[src/rtl/rbd_pkg.sv]
// Package for the ring buffer deque: operation and status codes, and the
// structs that pass between the control logic, the memory and the top level.
// No dependencies.
package rbd_pkg;

	localparam int FuncWidth   = 3;
	localparam int WordWidth   = 32;
	localparam int StatusWidth = 2;
	localparam int OccWidth    = 5;

	typedef enum logic [FuncWidth-1:0] {
		FUNC_PUSH_BACK  = 3'd0,
		FUNC_PUSH_FRONT = 3'd1,
		FUNC_POP_BACK   = 3'd2,
		FUNC_POP_FRONT  = 3'd3,
		FUNC_PEEK_BACK  = 3'd4,
		FUNC_PEEK_FRONT = 3'd5
	} func_t;

	typedef enum logic [StatusWidth-1:0] {
		ST_DONE   = 2'd0,
		ST_REJECT = 2'd1,
		ST_EMPTY  = 2'd2
	} status_t;

	typedef struct packed {
		logic wr_en;
		logic rd_en;
	} mem_ctl_t;

	typedef struct packed {
		status_t             status;
		logic                is_empty;
		logic                is_full;
		logic [OccWidth-1:0] occupancy;
		logic                has_data;
	} rsp_meta_t;

endpackage

[src/rtl/rbd_ifs.sv]
// Valid/ready channel interfaces for the ring buffer deque: the operation
// request channel and the result channel. Depends on rbd_pkg.
interface rbd_req_if import rbd_pkg::*; ();
	logic                 valid;
	logic                 ready;
	logic [FuncWidth-1:0] func;
	logic [WordWidth-1:0] push_value;

	modport source (output valid, output func, output push_value, input ready);
	modport sink (input valid, input func, input push_value, output ready);
endinterface

interface rbd_rsp_if import rbd_pkg::*; ();
	logic                   valid;
	logic                   ready;
	logic [WordWidth-1:0]   read_value;
	logic [StatusWidth-1:0] status;
	logic                   is_empty;
	logic                   is_full;
	logic [OccWidth-1:0]    occupancy;

	modport source (output valid, output read_value, output status, output is_empty,
		output is_full, output occupancy, input ready);
	modport sink (input valid, input read_value, input status, input is_empty,
		input is_full, input occupancy, output ready);
endinterface

[src/rtl/ring_buffer_deque.sv]
// Ring buffer deque: a double-ended queue of DEPTH words of DATA_WIDTH bits in
// one synchronous memory, with push, pop and peek at either end. It takes one
// word per cycle while the result channel does not stall; each result passes
// through the registered memory read and then an output register, so a new
// word is accepted while an earlier result waits to be taken. Indices
// and occupancy update at acceptance, so consecutive words never conflict.
// Depends on rbd_pkg, rbd_ifs, rbd_ctrl and rbd_mem.
module ring_buffer_deque import rbd_pkg::*; #(
	parameter int DEPTH      = 16,
	parameter int DATA_WIDTH = 32
) (
	input  logic     clk,
	input  logic     arst_n,
	rbd_req_if.sink  req,
	rbd_rsp_if.source rsp
);

	localparam int IW = $clog2(DEPTH);

	logic                  accept, adv_s1, valid_s1, rsp_valid_q;
	mem_ctl_t              mem_ctl;
	logic [IW-1:0]         mem_addr;
	logic [DATA_WIDTH-1:0] rdata;
	rsp_meta_t             meta, meta_s1, meta_q;
	logic [WordWidth-1:0]  value_q;

	assign adv_s1    = valid_s1 & (~rsp_valid_q | rsp.ready);
	assign req.ready = ~valid_s1 | adv_s1;
	assign accept    = req.valid & req.ready;

	rbd_ctrl #(
		.DEPTH(DEPTH)
	) u_ctrl (
		.clk      (clk),
		.arst_n   (arst_n),
		.accept   (accept),
		.func     (req.func),
		.mem_ctl  (mem_ctl),
		.mem_addr (mem_addr),
		.meta     (meta)
	);

	rbd_mem #(
		.DEPTH      (DEPTH),
		.DATA_WIDTH (DATA_WIDTH)
	) u_mem (
		.clk   (clk),
		.ctl   (mem_ctl),
		.addr  (mem_addr),
		.wdata (DATA_WIDTH'(req.push_value)),
		.rdata (rdata)
	);

	always_ff @(posedge clk or negedge arst_n) begin
		if (!arst_n) begin
			valid_s1    <= 1'b0;
			rsp_valid_q <= 1'b0;
		end else begin
			if (accept) begin
				valid_s1 <= 1'b1;
			end else if (adv_s1) begin
				valid_s1 <= 1'b0;
			end
			if (adv_s1) begin
				rsp_valid_q <= 1'b1;
			end else if (rsp.ready) begin
				rsp_valid_q <= 1'b0;
			end
		end
	end

	always_ff @(posedge clk) begin
		if (accept) begin
			meta_s1 <= meta;
		end
		if (adv_s1) begin
			meta_q  <= meta_s1;
			value_q <= meta_s1.has_data ? WordWidth'(rdata) : '0;
		end
	end

	assign rsp.valid      = rsp_valid_q;
	assign rsp.read_value = value_q;
	assign rsp.status     = meta_q.status;
	assign rsp.is_empty   = meta_q.is_empty;
	assign rsp.is_full    = meta_q.is_full;
	assign rsp.occupancy  = meta_q.occupancy;

endmodule

[src/rtl/rbd_mem.sv]
// Slot store of the ring buffer deque: one synchronous memory with one
// read/write port and a registered read. Depends on rbd_pkg.
module rbd_mem import rbd_pkg::*; #(
	parameter int DEPTH      = 16,
	parameter int DATA_WIDTH = 32
) (
	input  logic                     clk,
	input  mem_ctl_t                 ctl,
	input  logic [$clog2(DEPTH)-1:0] addr,
	input  logic [DATA_WIDTH-1:0]    wdata,
	output logic [DATA_WIDTH-1:0]    rdata
);

	logic [DATA_WIDTH-1:0] mem_q [DEPTH];

	always_ff @(posedge clk) begin
		if (ctl.wr_en) begin
			mem_q[addr] <= wdata;
		end
		if (ctl.rd_en) begin
			rdata <= mem_q[addr];
		end
	end

endmodule

[src/rtl/rbd_ctrl.sv]
// Index and occupancy control of the ring buffer deque: decodes each word,
// steps the front and back indices and the count, and drives the memory.
// Depends on rbd_pkg.
module rbd_ctrl import rbd_pkg::*; #(
	parameter int DEPTH = 16
) (
	input  logic                     clk,
	input  logic                     arst_n,
	input  logic                     accept,
	input  logic [FuncWidth-1:0]     func,
	output mem_ctl_t                 mem_ctl,
	output logic [$clog2(DEPTH)-1:0] mem_addr,
	output rsp_meta_t                meta
);

	localparam int IW = $clog2(DEPTH);
	localparam int CW = $clog2(DEPTH + 1);
	localparam logic [IW-1:0] LastIdx = IW'(DEPTH - 1);
	localparam logic [CW-1:0] FullCnt = CW'(DEPTH);

	logic [IW-1:0] front_q, back_q, front_d, back_d;
	logic [CW-1:0] count_q, count_d;
	logic          empty, full;
	logic [31:0]   count_wide;
	mem_ctl_t      ctl;
	status_t       status;

	function automatic logic [IW-1:0] idx_next(input logic [IW-1:0] i);
		return (i == LastIdx) ? '0 : i + IW'(1);
	endfunction

	function automatic logic [IW-1:0] idx_prev(input logic [IW-1:0] i);
		return (i == '0) ? LastIdx : i - IW'(1);
	endfunction

	assign empty = (count_q == '0);
	assign full  = (count_q == FullCnt);

	always_comb begin
		front_d  = front_q;
		back_d   = back_q;
		count_d  = count_q;
		ctl      = '0;
		mem_addr = front_q;
		status   = ST_DONE;
		case (func)
			FUNC_PUSH_BACK: begin
				if (full) begin
					status = ST_REJECT;
				end else begin
					ctl.wr_en = 1'b1;
					mem_addr  = back_q;
					back_d    = idx_next(back_q);
					count_d   = count_q + CW'(1);
				end
			end
			FUNC_PUSH_FRONT: begin
				if (full) begin
					status = ST_REJECT;
				end else begin
					ctl.wr_en = 1'b1;
					mem_addr  = idx_prev(front_q);
					front_d   = idx_prev(front_q);
					count_d   = count_q + CW'(1);
				end
			end
			FUNC_POP_BACK: begin
				if (empty) begin
					status = ST_EMPTY;
				end else begin
					ctl.rd_en = 1'b1;
					mem_addr  = idx_prev(back_q);
					back_d    = idx_prev(back_q);
					count_d   = count_q - CW'(1);
				end
			end
			FUNC_POP_FRONT: begin
				if (empty) begin
					status = ST_EMPTY;
				end else begin
					ctl.rd_en = 1'b1;
					mem_addr  = front_q;
					front_d   = idx_next(front_q);
					count_d   = count_q - CW'(1);
				end
			end
			FUNC_PEEK_BACK: begin
				if (empty) begin
					status = ST_EMPTY;
				end else begin
					ctl.rd_en = 1'b1;
					mem_addr  = idx_prev(back_q);
				end
			end
			FUNC_PEEK_FRONT: begin
				if (empty) begin
					status = ST_EMPTY;
				end else begin
					ctl.rd_en = 1'b1;
					mem_addr  = front_q;
				end
			end
			default: begin
			end
		endcase
	end

	assign mem_ctl.wr_en = accept & ctl.wr_en;
	assign mem_ctl.rd_en = accept & ctl.rd_en;

	assign count_wide     = 32'(count_d);
	assign meta.status    = status;
	assign meta.is_empty  = (count_d == '0);
	assign meta.is_full   = (count_d == FullCnt);
	assign meta.occupancy = count_wide[OccWidth-1:0];
	assign meta.has_data  = ctl.rd_en;

	always_ff @(posedge clk or negedge arst_n) begin
		if (!arst_n) begin
			front_q <= '0;
			back_q  <= '0;
			count_q <= '0;
		end else if (accept) begin
			front_q <= front_d;
			back_q  <= back_d;
			count_q <= count_d;
		end
	end

endmodule

[src/flat_wrapper.sv]
// flat-port wrapper written by rule: the top's interface ports become plain ports
module ring_buffer_deque_flat import rbd_pkg::*;
#(
	parameter int DEPTH      = 16,
	parameter int DATA_WIDTH = 32
)
  (clk, arst_n, req_valid, req_func, req_push_value, req_ready, rsp_valid, rsp_read_value, rsp_status, rsp_is_empty, rsp_is_full, rsp_occupancy, rsp_ready);
  rbd_req_if req_i ();
  rbd_rsp_if rsp_i ();
  input  logic clk;
  input  logic arst_n;
  input wire logic [$bits(req_i.valid)-1:0] req_valid;
  input wire logic [$bits(req_i.func)-1:0] req_func;
  input wire logic [$bits(req_i.push_value)-1:0] req_push_value;
  output wire logic [$bits(req_i.ready)-1:0] req_ready;
  output wire logic [$bits(rsp_i.valid)-1:0] rsp_valid;
  output wire logic [$bits(rsp_i.read_value)-1:0] rsp_read_value;
  output wire logic [$bits(rsp_i.status)-1:0] rsp_status;
  output wire logic [$bits(rsp_i.is_empty)-1:0] rsp_is_empty;
  output wire logic [$bits(rsp_i.is_full)-1:0] rsp_is_full;
  output wire logic [$bits(rsp_i.occupancy)-1:0] rsp_occupancy;
  input wire logic [$bits(rsp_i.ready)-1:0] rsp_ready;
  assign req_i.valid = req_valid;
  assign req_i.func = req_func;
  assign req_i.push_value = req_push_value;
  assign req_ready = req_i.ready;
  assign rsp_valid = rsp_i.valid;
  assign rsp_read_value = rsp_i.read_value;
  assign rsp_status = rsp_i.status;
  assign rsp_is_empty = rsp_i.is_empty;
  assign rsp_is_full = rsp_i.is_full;
  assign rsp_occupancy = rsp_i.occupancy;
  assign rsp_i.ready = rsp_ready;
  ring_buffer_deque #(.DEPTH(DEPTH), .DATA_WIDTH(DATA_WIDTH)) u_core (.clk(clk), .arst_n(arst_n), .req(req_i), .rsp(rsp_i));
endmodule
[config.mk]
export PLATFORM = sky130hd
export DESIGN_NAME = ring_buffer_deque_flat
export DESIGN_NICKNAME = d
export VERILOG_FILES = /design/src/rtl/rbd_pkg.sv /design/src/rtl/rbd_ifs.sv /design/src/rtl/ring_buffer_deque.sv /design/src/rtl/rbd_mem.sv /design/src/rtl/rbd_ctrl.sv /design/src/flat_wrapper.sv
export SDC_FILE = /design/constraint.sdc
export NUM_CORES = 1
export LEC_CHECK = 0
export ABC_AREA = 1
export BUFFER_PORTS_ARGS = -buffer_cell sky130_fd_sc_hd__buf_2
export CAP_MARGIN = 40
export CORE_MARGIN = 3
export CORE_UTILIZATION = 45
export DETAILED_ROUTE_END_ITERATION = 8
export PLACE_DENSITY = 0.69
export SETUP_SLACK_MARGIN = 0.5
export SKIP_CTS_REPAIR_TIMING = 1
export SKIP_LAST_GASP = 1
export SLEW_MARGIN = 20
export SYNTH_ARGS = -nofsm -noshare
export SYNTH_HDL_FRONTEND = slang
export SYNTH_SLANG_ARGS = --single-unit
[constraint.sdc]
create_clock -name clk -period 11.5 [get_ports clk]
set_input_delay 0.575 -clock clk [delete_from_list [all_inputs] [get_ports clk]]
set_output_delay 0.575 -clock clk [all_outputs]
set_load 0.1 [all_outputs]
==> impl_metrics.env <==
export IMPL_outcome="finished clean"
export IMPL_synth_compound_area_share_pct=1.05
export IMPL_period_share_pct=38.5
export IMPL_startpoint="u_core.u_ctrl.count_q[0]"
export IMPL_slowest_stage="buf_4"
export IMPL_hold_path_class="primary input to flip-flop"
export IMPL_start_util_pct=45.9
export IMPL_worst_slew_pin_slew_ns=0.796
export IMPL_slew_viol_final=0
export IMPL_crit_chain="inv_1 > ha_1 > nand3_2 > nand3_1 > nand3_1 > nand2_1 > o21bai_4 > buf_4 > nand3_1 > nor2_4 > buf_4"
export IMPL_setup_ws_ns=7.08
export IMPL_max_cap_violations=0
export IMPL_r2r_start="u_core.u_ctrl.count_q[0]"
export IMPL_whs_ns=0.302
export IMPL_max_stage_delay_ns=0.61
export IMPL_clock_sinks=610
export IMPL_fillers=4845
export IMPL_num_rows=87
export IMPL_drt_pass1_iter_count=9
export IMPL_first_global_vias=17500
export IMPL_synth_top_family_by_area="simple AND/OR/NAND/NOR gates"
export IMPL_path_max_fanout=57
export IMPL_r2r_slack_ns=7.08
export IMPL_arrival_ns=4.66
export IMPL_dr_wl_met3_um=4550
export IMPL_ys_warn_count=0
export IMPL_cp_endpoint="u_core.u_mem.mem_q[4][31]"
export IMPL_syn2layout_area_growth_pct=14.6
export IMPL_die_w_um=247
export IMPL_p_leak_uw=0.0125
export IMPL_synth_cells=2479
export IMPL_path_clk_slew_ns=0.06
export IMPL_io_buffers=81
export IMPL_cellPowerDensity_nw_per_um2=226
export IMPL_cts_tree="built"
export IMPL_wl_met2_um=30800
export IMPL_crit_path_frequent_cell="nand3_1"
export IMPL_routedWlPerCell_um=19.1
export IMPL_drt_iter0_drc=1744
export IMPL_via_per_inst=5.27
export IMPL_dpl_cell_area_um2=27600
export IMPL_routed_top_layer="met5"
export IMPL_rsz0062_at_grt="no"
export IMPL_placed_cells=3223
export IMPL_synth_cell_type_count=33
export IMPL_grt_pass1_wl_um=99200
export IMPL_grt_max_degree=231
export IMPL_synth_fp_nets=2524
export IMPL_grt_use_total_pct=21.1
export IMPL_diodes=0
export IMPL_cp_end_kind="flip-flop"
export IMPL_cts_max_path_buffers=3
export IMPL_ant_nets=0
export IMPL_insertion_delay_ns=0.59
export IMPL_skew_ns=0.0139
export IMPL_vias=17600
export IMPL_critPathRequiredTime_ns=11.73
export IMPL_fin_nets=2583
export IMPL_final_setup_viol_count=0
export IMPL_io_pins=82
export IMPL_dieArea_um2=60800
export IMPL_slew_headroom_pct=47.0
export IMPL_synth_top_flop_cell="edfxtp_1"
export IMPL_avgSynthCellArea_um2=10.5
export IMPL_r2r_end="u_core.u_mem.mem_q[4][31]"
export IMPL_worstRegToRegCells=11
export IMPL_synth_edf_count=595
export IMPL_synthAdderAreaFrac_pct=0.288
export IMPL_cts_buffers=66
export IMPL_drc=0
export IMPL_synth_seq_area_share_pct=70.0
export IMPL_layoutNonFillerInstCount=3345
export IMPL_antenna_found_initial=2
export IMPL_synth_xor_area_share_pct=0.370
export IMPL_synth_simple_gate_area_share_pct=23.8
export IMPL_stdcell_area_um2=29900
export IMPL_hold_viol_final=0
export IMPL_overflow=0
export IMPL_timing_fmax_ghz=0.226
export IMPL_cts_root_buffer_cell="clkbuf_16"
export IMPL_die_h_um=247
export IMPL_synth_area_um2=26100
export IMPL_crit_type="flip-flop to flip-flop"
export IMPL_muxShareOfSynthArea_pct=0
export IMPL_gp_congestion=0.825
export IMPL_finalWirelength_um=63700
export IMPL_synth_seq_cells=610
export IMPL_fin_crit_ns=4.42
export IMPL_place_ws_ns=7.07
export IMPL_wirelength_met1_um=26600
export IMPL_drive_above_1_share_pct=10.1
export IMPL_ys_async_sr_fraction_pct=2.46
export IMPL_hpwl_um=36900
export IMPL_cts_htree_levels=3
export IMPL_vdd_drop_max_mv=0.124
export IMPL_core_um2=56800
export IMPL_startpoint_type="flip-flop"
export IMPL_tns_ns=0
[sequential cells by signal, summed over array words and instances (netlist names)]
signal / cells
u_core.rsp.occupancy: 5
u_core.rsp.valid: 1
u_core.u_ctrl.back_q: 4
u_core.rsp.read_value: 32
u_core.rsp.is_full: 1
u_core.u_ctrl.count_q: 5
u_core.u_mem.mem_q: 512
u_core.u_ctrl.front_q: 4
u_core.rsp.status: 2
u_core.valid_s1: 1
u_core.rsp.is_empty: 1
u_core.meta_s1: 10
u_core.u_mem.rdata: 32
[worst max-delay path: cells and delay by family (launching register included)]
family          cells  cell delay (ns)
buf+inv             3             1.17
fa+ha+maj           1             0.32
flops               1             0.40
simple gates        6             1.74
compound gates      1             0.37
[cell type report]
| cell class | instances | area, um^2 | share of cell area [%] |
|---|---|---|---|
| clock buffer | 82 | 1820 | 6.09 |
| tap | 756 | 946 | 3.17 |
| clock inverter | 37 | 369 | 1.24 |
| inverter | 134 | 510 | 1.71 |
| multi-input combinational | 1602 | 6820 | 22.8 |
| sequential | 610 | 18200 | 61.1 |
| timing repair buffer | 124 | 1150 | 3.85 |
[synthesized netlist by cell type (all sizes together) (2+ instances only)]
library cell  instances  area (um^2)
o21ai                29          149
a22oi                 3         22.5
clkbuf               28          105
nor2                 37          155
buf                 105          561
a21oi                 6         30.0
xor2                  9         78.8
inv                 133          499
xnor2                 2         17.5
nor3                  4         20.0
edfxtp              595        17900
o211ai                4         30.0
dfrtp                15          375
nand2              1205         4520
nand3               288         1470
nand4                 3         18.8
ha                    6         75.1
[routing by layer]
layer | vias to the layer above | global-route usage, %
li1 | 8342 | -
met1 | 8459 | 28.1
met2 | 698 | 34.9
met3 | 139 | 3.70
met4 | 4 | 7.27
met5 | - | 0
[kinds of logic after synthesis]
family	after synthesis
AOI/OAI and AO/OA	46
buffers and inverters	267
xor gates and xnor gates	11
DFF	610
and+or+nand+nor	1539
adders and majority gates	6
[per-stage QoR]
| step | util, % | power, uW |
|---|---|---|
| finish | 52.5 | 6740 |
| detailed placement | 48.6 | 4620 |
| global placement | 47.7 | 4530 |
| floorplan | - | 4100 |
| global route | 52.5 | 7100 |
| CTS | 52.4 | 6760 |
[how the worst min path moves through the flow]
| stage | from | to | slack, ns | depth (start not counted) |
|---|---|---|---|---|
| detailed placement | u_core.meta_s1[9] | u_core.rsp.status[1] | 0.40 | 0 |
| global placement | u_core.meta_s1[2] | u_core.rsp.occupancy[1] | 0.40 | 0 |
| finish | rsp_ready | u_core.rsp.valid | 0.30 | 4 |
| CTS | arst_n | u_core.u_ctrl.back_q[2] | -0.11 | 1 |
| global route | rsp_ready | u_core.rsp.valid | 0.34 | 4 |
| floorplan | arst_n | u_core.rsp.valid | 0.28 | 0 |
[power breakdown]
group | total [uW] | switching (uW) | leakage, uW | internal (uW)
sequential | 2670 | 67.1 | 0.00559 | 2600
clock | 2140 | 843 | 0.00107 | 1300
combinational | 1930 | 1400 | 0.00579 | 523
total | 6740 | 2310 | 0.0125 | 4420
[cells in the final DEF (no fill, tap or decap), drive strengths merged, types with 9 or more instances in the layout]
cell type,count
clkbuf,82
clkinv,29
dfrtp,15
inv,134
o21ai,29
buf,123
xor2,9
edfxtp,595
nand3,288
nor2,37
nand2,1205
Note: power is estimated with default switching activity, not from simulation.
